--- src/sv/bam_pkg.sv ---
package bam_pkg;

   localparam int PIX_W     = 8;
   localparam int MEAN_W    = 8;
   localparam int POS_W     = 12;
   localparam int CFG_W     = 13;
   localparam int DIM_W     = 14;
   localparam int SQREG_W   = 7;
   localparam int IDX_W     = 2;
   localparam int ITER_W    = 3;
   localparam int HEIGHT_LIMIT = 4096;

   localparam logic [IDX_W-1:0] REG_SQUARE_SIZE  = 2'd0;
   localparam logic [IDX_W-1:0] REG_IMAGE_WIDTH  = 2'd1;
   localparam logic [IDX_W-1:0] REG_IMAGE_HEIGHT = 2'd2;

   typedef struct packed {
      logic accept;
      logic write_back;
      logic div_step;
      logic out_load;
   } ctl_cmd_type;

   typedef struct packed {
      logic block_done;
      logic div_last;
      logic out_free;
   } ctl_sts_type;

   typedef enum logic [3:0] {
      ST_IDLE = 4'b0001,
      ST_SUM  = 4'b0010,
      ST_DIV  = 4'b0100,
      ST_HOLD = 4'b1000
   } ctl_state_type;

endpackage

--- src/sv/bam_ctrl.sv ---
module bam_ctrl (
   input  logic                  clock,
   input  logic                  reset,
   input  logic                  req_valid,
   output logic                  req_ready,
   input  bam_pkg::ctl_sts_type  sts,
   output bam_pkg::ctl_cmd_type  cmd
);
   import bam_pkg::*;

   ctl_state_type state_ff, state_in;

   always_ff @(posedge clock) begin
      if (reset) begin
         state_ff <= ST_IDLE;
      end else begin
         state_ff <= state_in;
      end
   end

   always_comb begin
      state_in       = state_ff;
      cmd            = '0;
      req_ready      = 1'b0;
      case (state_ff)
         ST_IDLE: begin
            req_ready  = 1'b1;
            cmd.accept = req_valid;
            if (req_valid) state_in = ST_SUM;
         end
         ST_SUM: begin
            cmd.write_back = 1'b1;
            state_in = sts.block_done ? ST_DIV : ST_IDLE;
         end
         ST_DIV: begin
            cmd.div_step = 1'b1;
            if (sts.div_last) state_in = ST_HOLD;
         end
         ST_HOLD: begin
            cmd.out_load = sts.out_free;
            if (sts.out_free) state_in = ST_IDLE;
         end
         default: state_in = ST_IDLE;
      endcase
   end

endmodule

--- config.mk ---
export PLATFORM = sky130hd
export DESIGN_NAME = bam_ctrl
export DESIGN_NICKNAME = d
export VERILOG_FILES = /design/src/sv/bam_pkg.sv /design/src/sv/bam_ctrl.sv
export SDC_FILE = /design/constraint.sdc
export NUM_CORES = 1
export LEC_CHECK = 0
export BUFFER_PORTS_ARGS = -buffer_cell sky130_fd_sc_hd__buf_2
export CAP_MARGIN = 20
export CORE_AREA = 2 2 39 41
export DETAILED_ROUTE_END_ITERATION = 16
export DIE_AREA = 0 0 41 43
export PLACE_DENSITY = 0.52
export SLEW_MARGIN = 0
export SYNTH_ARGS = -nofsm -noshare
export SYNTH_HDL_FRONTEND = slang
export SYNTH_SLANG_ARGS = --single-unit
--- constraint.sdc ---
create_clock -name clock -period 1 [get_ports clock]
set_input_delay 0.2 -clock clock [delete_from_list [all_inputs] [get_ports clock]]
set_output_delay 0.2 -clock clock [all_outputs]
set_load 0.05 [all_outputs]
# After elaboration in Yosys (flattened, before gate mapping)
# Cells that the tools add are included.
# totals
out_inout_bits,5
input_bits,6
elab_cells,19
reg_bits,4
# classes
reduce_logical,1
eq_ne,7
n_mux,10
# ops
cell,n
$pmux 4 s4,1
$mux 4,3
$ne 2x2->1 const B,3
$mux 1,5
$eq 4x1->1 const B,1
$eq 4x2->1 const B,1
$eq 4x3->1 const B,1
$eq 4x4->1 const B,1
$mux 3,1
$reduce_and 3->1,1

# Longest topological paths before layout
# Gate-level depths: netlist of the first run.
# logic_depth
word_depth,3
depth_mapped,4
depth_no_buf,3

# Worst setup path after synthesis of the first run
# No wires, ideal clock.
# synth_path
kind,reg2out
start,reg state_ff[1]
end,out cmd[2] in the netlist's numbering
arrival_ns,2.091
path_stages_with_launch,2
required_ns,0.800
setup_slack_ns,-1.291
n_path_buf,0
path_cell_list,dfxtp_1 > nor4b_1
# synth_lines
item,line,rtl
"start, declared",bam_ctrl.sv:11,"ctl_state_type state_ff, state_in;"
"start signal, assigned",bam_ctrl.sv:17,state_ff <= state_in;
"end, declared",bam_ctrl.sv:7,output bam_pkg::ctl_cmd_type cmd

==> results.py, run 1 <==
metrics = {
    "place": {
        "place_inst": 63,
        "place_congestion": 0.753,
        "portBuffers": 10,
        "post-dp-hpwl_microns": 538,
    },
    "routing": {
        "drt_iter0_markers": 9,
        "vias": 312,
        "ant_nets": 0,
        "wl_per_cell_microns": 10.9,
        "dr.pass1.iters": 4,
        "drc": 0,
        "wl_microns": 771,
        "viasPerCell": 4.39,
    },
    "synth": {
        "syn_inst": 28,
        "syn_area_sq_um": 268,
        "yosysWarnings": 0,
        "ys_seq_area_share_pct": 29.9,
        "synth.avg_cell_area_sq_um": 9.56,
        "synth.distinct_cells": 19,
        "synth.net_count": 34,
        "synth_seq_cells": 4,
    },
    "grt": {
        "grt_busiest_layer": "met2",
        "grt_max_degree": 6,
        "grt_usage_pct": 10.7,
        "antenna_found_initial": 0,
        "grt-ovfl-total": 0,
        "grt_pass1_vias": 345,
        "met1_usage_pct": 12.1,
        "grt_pass1_wl_mm": 1.31,
        "use_met3_pct": 5.24,
        "grt.met2_usage_pct": 15.6,
    },
    "sta": {
        "skew_ns": 0.00143,
        "rsz0062_at_grt": "yes",
        "hold_viol_final": 0,
        "clock.fmax_mhz": 714,
        "fin_crit_ns": 1.40,
        "setup_viol": 9,
        "drv_slew": 0,
        "worst_pin_slew_ns": 0.278,
        "holdWs_ns": 0.169,
        "period_share_pct": 140,
        "slew_headroom_pct": 81.3,
        "setup_ws_ns": -0.401,
    },
    "floorplan": {
        "initial_core_util_pct": 19.3,
        "io_pins": 11,
        "dieArea_sq_mm": 0.00176,
        "die_h_microns": 43,
        "core_sq_mm": 0.00138,
        "die_w_microns": 41,
        "rows": 14,
    },
    "final_layout": {
        "layout-drive-gt1-share_pct": 76.4,
        "num_antenna_cells": 0,
        "reg_top3": "state_ff: 4 flops",
        "area_growth_pct": 110,
        "largest_reg_flops": 4,
        "top_register": "state_ff",
        "final_nets": 63,
        "fin_util_pct": 40.6,
        "final_cell_mix": "13 x buf_4, 5 x buf_2, 4 x buf_8",
        "mostFrequentLayoutCell": "buf_4",
        "fin_cells": 71,
    },
    "cts": {
        "clk-insertion-delay-late_ns": 0.24,
        "clockBufferDepth": 2,
        "cts_buffers": 3,
        "root_buffer": "clkbuf_4",
        "clkSinkCount": 4,
        "cts_max_level": 1,
        "cts_tree": "yes",
        "clkTransAtPathRegs_ns": 0.04,
    },
    "setup_path": {
        "crit_fanout": 3,
        "critPathLaunchType": "flop",
        "arrival_ns": 1.20,
        "critical_path_required_ns": 0.80,
        "critPathKind": "reg2out",
        "end_kind": "output pin",
    },
    "power_and_ir_drop": {
        "swShare_pct": 30.6,
        "p_int_uw": 405,
        "seqPwrFrac_pct": 30.6,
        "ir_drop_mv": 0.642,
        "p_leak_uw": 0.000253,
        "clockPowerShare_pct": 34.9,
        "power_density_mw_per_mm2": 1040,
        "power.switching_uw": 179,
        "combPwrFrac_pct": 34.5,
    },
    "worst_hold_path": {
        "hold_path.class": "in2reg",
    },
    "job": {
        "drv_cap": 0,
    },
    "outcome": {
        "violations": "negative setup slack",
        "outcome": "finished, violations left",
    },
}
-- power groups by stage --
stage	Combinational (uW)	Clock (uW)	Sequential, uW
finish	202	204	179
global route	213	222	180
CTS	201	212	179
detailed placement	149	0	186
global placement	150	0	186
floorplan	97.1	0	185
-- critical path, cell delays in order, from the launching register on --
cell and delay (ns):
dfxtp_4 0.35, nor4b_4 0.29, and2_4 0.19, buf_8 0.14
-- layer usage --
layer,vias up,part of all wire (%)
met4,0,2.2
met3,2,2.9
met2,5,50
li1,161,-
met5,-,0
met1,144,45
-- synthesized netlist by cell type, drive strengths merged --
master,n,area (sq um)
nor2b,1,6.26
nor4,2,12.5
dfxtp,4,80.1
nor2,2,7.51
and4bb,1,12.5
a22oi,1,7.51
xor2,1,8.76
inv,3,11.3
nor3b,3,27.5
buf,1,11.3
o21ai,1,5.00
and4,1,10.0
a221o,1,10.0
nor4b,2,32.5
a31oi,2,12.5
and2,1,6.26
and3,1,6.26
-- per-stage QoR --
step | setup WS [ns] | power (uW) | cell area, sq um | setup TNS (ns)
2_1_floorplan | -0.690 | 282 | 279 | -2.86
3_3_place_gp | -0.300 | 336 | 413 | -1.87
3_5_place_dp | -0.310 | 335 | 413 | -1.91
4_1_cts | -0.412 | 592 | 557 | -2.45
5_1_grt | -0.447 | 615 | 562 | -2.93
6_report | -0.401 | 585 | 562 | -2.47
-- path summary, 6_finish.rpt --
| path | startpoint | to | slack [ns] | cells past startpoint |
|---|---|---|---|---|
| worst max-delay path | state_ff[1]$_SDFFE_PP0P_ | cmd[3] | -0.40 | 3 |
| worst min-delay path | reset | state_ff[1]$_SDFFE_PP0P_ | 0.17 | 2 |
| worst max register to register | state_ff[3]$_SDFFE_PP0P_ | state_ff[0]$_SDFFE_PP1P_ | -0.28 | 4 |
| worst min register to register | state_ff[0]$_SDFFE_PP1P_ | state_ff[3]$_SDFFE_PP0P_ | 0.61 | 2 |
-- cells by family after synthesis --
| kind of cell | after synthesis | synth area share (%) |
|---|---|---|
| simple gates | 14 | 45.3 |
| compound gates | 5 | 13.1 |
| flops | 4 | 29.9 |
| buf+inv | 4 | 8.41 |
| xor+xnor | 1 | 3.27 |
-- cell type report --
class / instances / area (sq um)
timing repair buffer: 25 / 216
tap: 16 / 20.0
clock buffer: 3 / 22.5
multi-input combinational: 20 / 199
sequential: 4 / 92.6
fill: 139 / 822
inverter: 3 / 11.3
-- repair_timing --
| action | in CTS | in global routing |
|---|---|---|
| setup endpoints to repair | 9 | 9 |
| pin swaps | 4 | 1 |
| setup buffers | 5 | 0 |
| cloned | 0 | 0 |
| resized for setup | 27 | 1 |
| hold buffers | 0 | 0 |
Note: power is estimated with default switching activity, not from simulation.
==> run 2, diff against run 1 <==
--- a/config.mk
+++ b/config.mk
@@ -5,12 +5,13 @@
 export SDC_FILE = /design/constraint.sdc
 export NUM_CORES = 1
 export LEC_CHECK = 0
+export ABC_AREA = 1
 export BUFFER_PORTS_ARGS = -buffer_cell sky130_fd_sc_hd__buf_2
 export CAP_MARGIN = 20
 export CORE_AREA = 2 2 39 41
 export DETAILED_ROUTE_END_ITERATION = 16
 export DIE_AREA = 0 0 41 43
-export PLACE_DENSITY = 0.52
+export PLACE_DENSITY = 0.51
 export SLEW_MARGIN = 0
 export SYNTH_ARGS = -nofsm -noshare
 export SYNTH_HDL_FRONTEND = slang
==> results.py, run 2 <==
metrics = {
    "setup_path": {
        "r2r_setup_slack_ns": -0.17,
        "end_kind": "output pin",
        "critPathKind": "reg2out",
        "critical_path_required_ns": 0.80,
        "crit_fanout": 3,
        "arrival_ns": 1.11,
        "cp_slowest_cell": "dfxtp_4",
        "reg2reg_depth": 9,
        "path_cells": "inv_2 -> buf_6 -> nand3_4 -> clkinvlp_4 -> buf_8",
        "critPathLaunchType": "flop",
        "critPathMaxStageDelay_ns": 0.35,
    },
    "grt": {
        "antenna_found_initial": 0,
        "grt_pass1_vias": 379,
        "grt_max_degree": 5,
        "grt_usage_pct": 12.8,
        "grt_pass1_wl_mm": 1.46,
        "grt-ovfl-total": 0,
    },
    "cts": {
        "clockBufferDepth": 2,
        "cts_tree": "yes",
        "clk-insertion-delay-late_ns": 0.24,
        "cts_buffers": 3,
        "clkTransAtPathRegs_ns": 0.03,
        "root_buffer": "clkbuf_4",
        "ctsHoldBuffers": 0,
        "clkSinkCount": 4,
        "cts_max_level": 1,
    },
    "sta": {
        "fin_crit_ns": 1.31,
        "hold_viol_final": 0,
        "drv_slew": 0,
        "slew_headroom_pct": 88.5,
        "rsz0062_at_grt": "yes",
        "worst_pin_slew_ns": 0.172,
        "holdWs_ns": 0.165,
        "period_share_pct": 131,
        "setup_ws_ns": -0.312,
        "setup_viol": 8,
        "clock.fmax_mhz": 762,
        "skew_ns": 0.000707,
    },
    "place": {
        "portBuffers": 10,
        "place_congestion": 0.653,
        "place_ws_ns": -0.192,
        "post-dp-hpwl_microns": 508,
    },
    "final_layout": {
        "area_growth_pct": 124,
        "reg_top3": "state_ff: 4 flops",
        "layout-drive-gt1-share_pct": 69.2,
        "num_antenna_cells": 0,
        "nFillCells": 152,
        "top_register": "state_ff",
        "final_cell_mix": "7 x nor2_4, 7 x buf_6, 6 x nand2_1, 5 x inv_1, 5 x buf_2",
        "final_nets": 73,
        "largest_reg_flops": 4,
    },
    "outcome": {
        "outcome": "finished, violations left",
        "violations": "negative setup slack",
    },
    "synth": {
        "synth_common_cells": "10 x inv_1, 10 x nand2_1, 9 x nor2_1, 4 x dfxtp_1, 4 x nand3_1",
        "syn_area_sq_um": 254,
        "yosysWarnings": 0,
        "synth.net_count": 50,
        "synth_area_leader_cell": "dfxtp_1",
        "ys_top_cells_by_area": "dfxtp_1 32%, inv_1 15%, nand2_1 15%",
        "synth_top_area_share_pct": 31.5,
        "syn_inst": 44,
        "synth.avg_cell_area_sq_um": 5.77,
        "synth_seq_cells": 4,
        "synthArstFlopShare_pct": 0,
        "synth.distinct_cells": 12,
        "ys_seq_area_share_pct": 31.5,
        "synthFlopType": "dfxtp_1",
        "synth_edf_count": 0,
    },
    "power_and_ir_drop": {
        "ir_drop_mv": 0.590,
        "p_leak_uw": 0.000253,
        "power_density_mw_per_mm2": 1140,
    },
    "routing": {
        "drt_iter0_markers": 3,
        "drc": 0,
        "wl_per_cell_microns": 9.78,
        "ant_nets": 0,
        "vias": 331,
        "viasPerCell": 4.09,
        "dr.pass1.iters": 3,
        "wl_microns": 792,
    },
    "floorplan": {
        "io_pins": 11,
        "die_h_microns": 43,
        "core_sq_mm": 0.00138,
        "initial_core_util_pct": 18.4,
        "rows": 14,
        "dieArea_sq_mm": 0.00176,
        "die_w_microns": 41,
    },
    "worst_hold_path": {
        "worstHoldPathCells": 2,
        "hold_path.class": "in2reg",
    },
    "job": {
        "drv_cap": 0,
    },
}
-- run 2: changes by cell type in the layout (fill, tap and decap cells not counted), sizes merged, moves of 2 or more --
cell      previous run  this run
nor2                 2        10
or2                  0         2
nor4b                2         0
clkinvlp             0         2
nor4                 2         0
nand3                0         5
buf                 25        18
nor3b                3         0
inv                  3         8
nand2                0        10
-- run 2: cell families after synthesis --
logic type	Yosys count	synth area share, %
and+or+nand+nor	28	49.3
buffers and inverters	10	14.8
DFF	4	31.5
AOI/OAI and AO/OA	2	4.43
-- run 2: layer usage --
metal	global-route usage [%]	vias to the layer above	wire length (microns)	part of all wire, %
met1	14.4	145	282	36
met5	0	-	0	0
met4	12.0	0	25	3.2
li1	-	174	-	-
met2	19.4	8	460	58
met3	1.57	4	24	3.0
-- run 2: where the power goes --
| group | internal (uW) | switching [uW] |
|---|---|---|
| Combinational | 116 | 149 |
| Sequential | 171 | 13.2 |
| Clock | 134 | 66.0 |
-- run 2: area by class of cell --
class	instances	area (sq um)	area share, %
multi-input combinational	30	228	40.0
timing repair buffer	18	164	28.8
sequential	4	90.1	15.8
inverter	10	45.0	7.91
clock buffer	3	22.5	3.96
tap	16	20.0	3.52
-- run 2: worst paths after layout --
check / startpoint / end
setup / recovery: state_ff[0]$_SDFFE_PP1P_ / cmd[2]
hold / removal: reset / state_ff[1]$_SDFFE_PP0P_
setup reg to reg: state_ff[2]$_SDFFE_PP0P_ / state_ff[0]$_SDFFE_PP1P_
hold reg to reg: state_ff[3]$_SDFFE_PP0P_ / state_ff[1]$_SDFFE_PP0P_
-- run 2: stage by stage --
stage | total power [uW] | TNS, ns | utilization [%] | std cells | cell area, sq um
CTS | 646 | -1.65 | 40.0 | 81 | 553
detailed placement | 371 | -1.01 | 29.9 | 77 | 414
global route | 689 | -2.25 | 41.1 | 81 | 569
global placement | 372 | -0.996 | 29.9 | 77 | 414
finish | 649 | -1.70 | 41.1 | 81 | 569
floorplan | 308 | -0.457 | - | 44 | 292
-- run 2: critical path, delay by kind of cell (launching register included) --
family | cells | cell delay (ns)
buffers and inverters | 4 | 0.43
DFF | 1 | 0.35
and+or+nand+nor | 1 | 0.09
-- run 2: timing repair --
| item | in CTS | in global routing |
|---|---|---|
| gates resized for setup | 31 | 4 |
| endpoints found under the setup margin | 8 | 9 |
| pin swaps | 7 | 0 |
| setup buffers | 2 | 0 |
